### src/hdl/aarm_pkg.sv
// ----------------------------------------------------------------------------
// aarm_pkg: shared types and constants for the axis-angle rotation block
// Item structs, multiplier request/response, angle constants and index maps.
// ----------------------------------------------------------------------------
package aarm_pkg;

    typedef struct packed {
        logic               operation;
        logic signed [15:0] angle;
        logic signed [15:0] axis_x;
        logic signed [15:0] axis_y;
        logic signed [15:0] axis_z;
        logic signed [31:0] row_c0;
        logic signed [31:0] row_c1;
        logic signed [31:0] row_c2;
        logic signed [31:0] row_c3;
    } t_in_item;

    typedef struct packed {
        logic signed [31:0] out_c0;
        logic signed [31:0] out_c1;
        logic signed [31:0] out_c2;
        logic signed [31:0] out_c3;
        logic               saturated;
    } t_out_item;

    localparam int MUL_A_W = 36;
    localparam int MUL_B_W = 18;
    localparam int MUL_P_W = MUL_A_W + MUL_B_W;
    localparam int TAG_W   = 5;

    typedef struct packed {
        logic                       valid;
        logic [TAG_W-1:0]           tag;
        logic signed [MUL_A_W-1:0]  a;
        logic signed [MUL_B_W-1:0]  b;
    } t_mul_req;

    typedef struct packed {
        logic                       valid;
        logic [TAG_W-1:0]           tag;
        logic signed [MUL_P_W-1:0]  p;
    } t_mul_rsp;

    typedef enum logic [1:0] {
        SG_NONE,
        SG_POS,
        SG_NEG
    } t_sterm;

    localparam logic signed [33:0] PI_Q28      = 34'sd843314857;
    localparam logic signed [33:0] TWO_PI_Q28  = 34'sd1686629713;
    localparam logic signed [33:0] HALF_PI_Q28 = 34'sd421657428;
    localparam logic signed [33:0] CORDIC_X0   = 34'sd652032874;
    localparam logic signed [19:0] ONE_Q16     = 20'sd65536;
    localparam logic signed [17:0] ENT_ONE     = 18'sd65536;
    localparam logic signed [55:0] ENT_HI      = 56'sd131071;
    localparam logic signed [55:0] ENT_LO      = -56'sd131072;

    function automatic logic signed [33:0] atan_q28(input logic [4:0] i);
        logic signed [33:0] v;
        unique case (i)
            5'd0:    v = 34'sd210828714;
            5'd1:    v = 34'sd124459457;
            5'd2:    v = 34'sd65760959;
            5'd3:    v = 34'sd33381290;
            5'd4:    v = 34'sd16755422;
            5'd5:    v = 34'sd8385879;
            5'd6:    v = 34'sd4193963;
            5'd7:    v = 34'sd2097109;
            5'd8:    v = 34'sd1048571;
            5'd9:    v = 34'sd524287;
            5'd10:   v = 34'sd262144;
            5'd11:   v = 34'sd131072;
            5'd12:   v = 34'sd65536;
            5'd13:   v = 34'sd32768;
            5'd14:   v = 34'sd16384;
            5'd15:   v = 34'sd8192;
            5'd16:   v = 34'sd4096;
            5'd17:   v = 34'sd2048;
            5'd18:   v = 34'sd1024;
            5'd19:   v = 34'sd512;
            5'd20:   v = 34'sd256;
            5'd21:   v = 34'sd128;
            5'd22:   v = 34'sd64;
            5'd23:   v = 34'sd32;
            default: v = 34'sd0;
        endcase
        return v;
    endfunction

    // Rotation entry e = 3*i + j uses t*u_i*u_j and the cross term s*u_k.
    function automatic logic [1:0] ent_i(input logic [3:0] e);
        logic [1:0] v;
        unique case (e)
            4'd0, 4'd1, 4'd2, 4'd3, 4'd6: v = 2'd0;
            4'd4, 4'd5, 4'd7:             v = 2'd1;
            default:                      v = 2'd2;
        endcase
        return v;
    endfunction

    function automatic logic [1:0] ent_j(input logic [3:0] e);
        logic [1:0] v;
        unique case (e)
            4'd0:                   v = 2'd0;
            4'd1, 4'd3, 4'd4:       v = 2'd1;
            default:                v = 2'd2;
        endcase
        return v;
    endfunction

    function automatic logic [1:0] ent_k(input logic [3:0] e);
        logic [1:0] v;
        unique case (e)
            4'd1, 4'd3: v = 2'd2;
            4'd2, 4'd6: v = 2'd1;
            default:    v = 2'd0;
        endcase
        return v;
    endfunction

    function automatic t_sterm ent_sgn(input logic [3:0] e);
        t_sterm v;
        unique case (e)
            4'd1, 4'd5, 4'd6: v = SG_NEG;
            4'd2, 4'd3, 4'd7: v = SG_POS;
            default:          v = SG_NONE;
        endcase
        return v;
    endfunction

    function automatic logic signed [17:0] ent_ident(input logic [3:0] e);
        return (e == 4'd0 || e == 4'd4 || e == 4'd8) ? ENT_ONE : 18'sd0;
    endfunction

    // Row products run column by column: m = 3*j + i.
    function automatic logic [1:0] row_i(input logic [3:0] m);
        logic [1:0] v;
        unique case (m)
            4'd0, 4'd3, 4'd6: v = 2'd0;
            4'd1, 4'd4, 4'd7: v = 2'd1;
            default:          v = 2'd2;
        endcase
        return v;
    endfunction

    function automatic logic [1:0] row_j(input logic [3:0] m);
        logic [1:0] v;
        unique case (m)
            4'd0, 4'd1, 4'd2: v = 2'd0;
            4'd3, 4'd4, 4'd5: v = 2'd1;
            default:          v = 2'd2;
        endcase
        return v;
    endfunction

    function automatic logic [3:0] rot_idx(input logic [3:0] m);
        logic [3:0] v;
        unique case (m)
            4'd0:    v = 4'd0;
            4'd1:    v = 4'd3;
            4'd2:    v = 4'd6;
            4'd3:    v = 4'd1;
            4'd4:    v = 4'd4;
            4'd5:    v = 4'd7;
            4'd6:    v = 4'd2;
            4'd7:    v = 4'd5;
            default: v = 4'd8;
        endcase
        return v;
    endfunction

endpackage

### src/hdl/aarm_mul.sv
// ----------------------------------------------------------------------------
// aarm_mul: shared signed multiplier
// One 36x18 signed product per cycle, registered, with the request tag.
// ----------------------------------------------------------------------------
module aarm_mul (
    input  logic              i_clk,
    input  logic              i_rst_n,
    input  aarm_pkg::t_mul_req i_req,
    output aarm_pkg::t_mul_rsp o_rsp
);
    import aarm_pkg::*;

    t_mul_rsp r_rsp;

    always_ff @(posedge i_clk) begin
        if (!i_rst_n) begin
            r_rsp.valid <= 1'b0;
        end else begin
            r_rsp.valid <= i_req.valid;
        end
        r_rsp.tag <= i_req.tag;
        r_rsp.p   <= MUL_P_W'(i_req.a * i_req.b);
    end

    assign o_rsp = r_rsp;

endmodule

### config.mk
export PLATFORM = sky130hd
export DESIGN_NAME = aarm_mul
export DESIGN_NICKNAME = d
export VERILOG_FILES = /design/src/hdl/aarm_pkg.sv /design/src/hdl/aarm_mul.sv
export SDC_FILE = /design/constraint.sdc
export NUM_CORES = 2
export LEC_CHECK = 0
export BUFFER_PORTS_ARGS = -buffer_cell sky130_fd_sc_hd__buf_4
export CAP_MARGIN = 15
export CELL_PAD_IN_SITES_DETAIL_PLACEMENT = 0
export CELL_PAD_IN_SITES_GLOBAL_PLACEMENT = 1
export CORE_MARGIN = 3
export CORE_UTILIZATION = 48
export CTS_CLUSTER_DIAMETER = 50
export DETAILED_ROUTE_END_ITERATION = 10
export PLACE_DENSITY = 0.86
export SYNTH_ARGS = -nofsm -noshare
export SYNTH_HDL_FRONTEND = slang
export SYNTH_SLANG_ARGS = --single-unit
### constraint.sdc
create_clock -name i_clk -period 13.3 [get_ports i_clk]
set_input_delay 2.66 -clock i_clk [delete_from_list [all_inputs] [get_ports i_clk]]
set_output_delay 2.66 -clock i_clk [all_outputs]
set_load 0.01 [all_outputs]
Word level (Yosys, flattened, before mapping)
Cells that the tools add are included.
{ "word_totals": {"regBits": 60, "latchBits": 0, "ram_bits": 0, "mem_bits_ro": 0, "inputBits": 62, "output_inout_bits": 60, "mem_count": 0} }
{ "op_classes": {"n_addsub": 0, "multipliers": 1, "n_div": 0, "n_lt_le_gt_ge": 0, "n_eq_ne": 0, "n_shift": 0, "n_mux": 0, "bitwise_logic": 0, "n_reduce_logical": 0} }
{ "op_table": {"columns": ["op", "n"], "rows": [
  ["multiplier 36 x 18 -> 54 bit", 1]
]} }

Depth between registers and ports, before layout
{ "logic_depth": {"ltp_word": 1, "mapped_depth": 27, "mapped_depth_nobuf": 24} }

Worst setup path before layout
OpenSTA, ideal clock, no wires.
{ "synth_path": {"kind": "input -> register", "startpoint": "input i_req[0] (netlist name)", "endpoint": "register r_rsp, in the netlist o_rsp[53]", "setup_time_ns": 0.121, "arrival_time_ns": 8.522, "required_ns": 13.179, "slack_ns": 4.657, "cell_stages": 23, "path_buffers": 2, "path_cell_list": "clkbuf_1 -> clkbuf_1 -> and2_1 -> fa_1 -> fa_1 -> ha_1 -> inv_1 -> fa_1 -> inv_1 -> fa_1 -> inv_1 -> fa_1 -> inv_1 -> ha_1 -> a21o_1 -> a21o_1 -> a21oi_1 -> and2b_2 -> o21ai_0 -> nand2_1 -> a221o_1 -> a31oi_1 -> xnor2_1"} }
{ "synth_via": {"elab_chain_len": 1} }
{ "synth_rtl": {"columns": ["element", "line", "rtl"], "rows": [
  ["start, declared", "aarm_mul.sv:8", "input aarm_pkg::t_mul_req i_req,"],
  ["multiplier 36 x 18 -> 54 bit", "aarm_mul.sv:22", "r_rsp.p <= MUL_P_W'(i_req.a * i_req.b);"],
  ["end, declared", "aarm_mul.sv:13", "t_mul_rsp r_rsp;"]
]} }
No other way between the ends.
A chain may end at the register's enable or synchronous reset.

Worst setup path in the final report
{ "layout_path": {"startpoint": "input i_req[17] (netlist name)", "endpoint": "register r_rsp, in the netlist o_rsp[49]"} }
Same word-level chain as after synthesis.

==> results.txt <==
The number of hold buffers added after CTS is 0. The count of warnings emitted by yosys is 0. The number of nets in the synthesized netlist is 3389. STA classifies the critical path endpoint as a flip-flop. The initial cell density of the core came out at 0.488.

Measured against its own limit, the worst slew margin works out to 0.220. The global-route wire length before repair came out at 104000 um. The total setup violations reported at the end of the flow came out at 0. Along the worst path, the maximum fanout reaches 25. The run finished with clean final reports. The area share of and/or/nand/nor cells after synthesis came out at 0.154.

In this run, synthesis inferred 0 flip-flops with an integrated enable. The clock tree buffer depth came out at 2. The clock tree synthesis step divided the H-tree into 3 levels. The sequential cell area fraction in the yosys report came out at 0.0512. Across the run, the number of max-cap violations was 0. Pin placement for this block handled 122 I/O pins. Timing would allow up to 0.112 GHz. The total buffers and inverters traversed by the critical path came out at 5. The worst stage delay on the critical path is 540 ps. TritonCTS built the clock tree.

The top cell types in the final layout, fill and taps aside, are 692 x inv_1, 617 x fa_1, 384 x nand2_1, 260 x and2_1, 129 x ha_1. The fraction of the mapped netlist area in compound gates was 0.0452. The clock transition time at the flip-flop clock pins of the worst setup and hold paths is 70 ps. The most numerous cell type found on the critical path is fa_1. The type of the worst setup path is in -> reg. Yosys mapped the design onto 58 distinct sky130hd cell types. The chip height is 227 um. The routed layout has 16915 vias. The worst path arrival time is 9180 ps. The area share of xor/xnor cells in the synthesized design came out at 0.0205. The final weighted congestion of routability-driven global placement is 0.985.

After detailed routing, the number of vias per cell comes to 5.27. The placeable core region came out at 48000 sq um. The number of instances in the synthesized netlist is 2581. Row generation in the floorplan step produced 80 rows. The number of gates resized after cts is 0. The count of buffers added by post-CTS timing repair for setup came out at 0. The via count of the first global-routing pass came out at 19225. The period utilization came out at 0.669. The cell sitting at the root of the clock tree is a clkbuf_16.

The async set-reset flop share out of synthesis came out at 0. The antenna violation net count after detailed routing came out at 0. The post-detailed-placement half-perimeter wirelength came out at 49100 um.

The library cell contributing the largest single delay on the critical path is fa_1. Setup repair after global routing left no endpoint under its margin. The mux cell area share after synthesis came out at 0. The mean routed wirelength per cell is 19.4 um.

In this run the worst hold path is classified as in -> reg. The die covers 51600 sq um. The initial antenna violation count is 1.

Across every metal layer, demand over resource in global routing totals 0.263. The flip-flop count of the largest register, all copies and words added came out at 60. The most used flip-flop cell after synthesis is dfxtp_1. The worst setup path is launched from an input pin. The final-report max-slew violation count came out at 0.

The count of unresolved DRC violations after routing is 0. The count of port buffers added during placement came out at 121. The fraction of layout instances using a drive strength above 1 came out at 0.0632. The net total in the final layout is 3397.

Counting the buffers created by CTS gives 9. The mean instance size in the synthesized netlist came out at 9.09 sq um. Summed over all layers, the global routing overflow is 0.

From synthesis to final layout, the design area changed by 6.28%. Adding up every negative setup slack in the final design gives 0 ps. The first detailed-routing pass took 5 iterations.

The width of the die came out at 227 um. The adder-cell share of the synthesized area came out at 0.595. The final hold violation count is 0. The number of DRC violations after detailed-routing iteration 0 came out at 1230. The count of clock tree sinks is 60. The critical path data required time is 13580 ps.

The worst path in the final design needs a cycle of 8900 ps, including I/O delays and setup. The final antenna diode count came out at 0. The main combinational cell family by area after synthesis is adder cells. The synthesized netlist occupies a cell area of 23500 sq um. The post-detailed-routing wire length is 62300 um.

Traced cell by cell, the critical path runs through buf_4, inv_1, buf_4, nor2_1, fa_1, fa_1, fa_1, fa_1, fa_1, inv_1, fa_1, inv_1, ha_1, nand2_1, nor3_1, nand2_1, a311oi_2, nor2_2, o31ai_4, a21oi_2, o211a_1. The transition time at the pin with the least slew margin came out at 1160 ps. The kind of cell with the highest combined delay along the critical path is adder cells. Entering global routing, the biggest net connects 37 pins.

The most common cell after layout, fill and taps aside is inv_1. The flip-flop and latch count after synthesis is 60.
[kinds of logic after synthesis]
logic type	after synthesis
adders and majority gates	746
AOI/OAI and AO/OA	151
and+or+nand+nor	751
DFF	60
buffers and inverters	818
xor gates and xnor gates	55
[metal layers]
metal	routed length [um]	track usage
met1	24900	0.339
met2	30900	0.449
met3	4780	0.0530
met4	1830	0.0854
met5	0	0
[cell usage after synthesis, drive strengths merged, types with 3 or more instances]
cell type | n | area (sq um)
dfxtp | 60 | 1200
nor2 | 52 | 198
o21a | 4 | 30.0
o21ai | 21 | 105
inv | 692 | 2600
a211o | 3 | 28.8
and3 | 4 | 33.8
nand3 | 12 | 60.1
a21oi | 47 | 243
o211ai | 3 | 22.5
a21boi | 6 | 45.0
and4 | 4 | 35.0
xor2 | 17 | 149
buf | 5 | 48.8
a221o | 3 | 31.3
ha | 129 | 1610
nor3 | 5 | 25.0
o31ai | 4 | 43.8
a21o | 32 | 248
a211oi | 4 | 30.0
clkbuf | 119 | 468
nand4 | 8 | 50.1
o21bai | 8 | 60.1
and2 | 260 | 1630
nor2b | 5 | 31.3
fa | 617 | 12400
nand2b | 10 | 62.6
nand2 | 384 | 1440
xnor2 | 38 | 333
[cell type report]
cell class	instances	area, sq um
multi-input combinational	1703	19100
timing repair buffer	123	923
clock inverter	6	88.8
inverter	692	2600
fill	4475	23100
sequential	60	1200
tap	615	769
clock buffer	10	229
[worst paths after layout]
path              cells after the start                end      start
setup / recovery                     21  o_rsp[49]$_DFF_P_  i_req[17]
hold / removal                        1  o_rsp[56]$_DFF_P_  i_req[56]
[stage by stage]
step / instance area [sq um] / hold WS, ps / util / instances / worst slack (ps)
6_report: 24900 / 2360 / 0.519 / 3209 / 4400
2_1_floorplan: 23500 / 2690 / - / 2581 / 4660
4_1_cts: 24900 / 2340 / 0.519 / 3209 / 4460
5_1_grt: 24900 / 2350 / 0.519 / 3209 / 4120
3_3_place_gp: 24600 / 2770 / 0.512 / 3193 / 4080
3_5_place_dp: 24600 / 2770 / 0.512 / 3193 / 4050
Power is left out: the tool's default activity adds up to more than one toggle a clock period on the data nets, which glitch-free logic cannot reach.
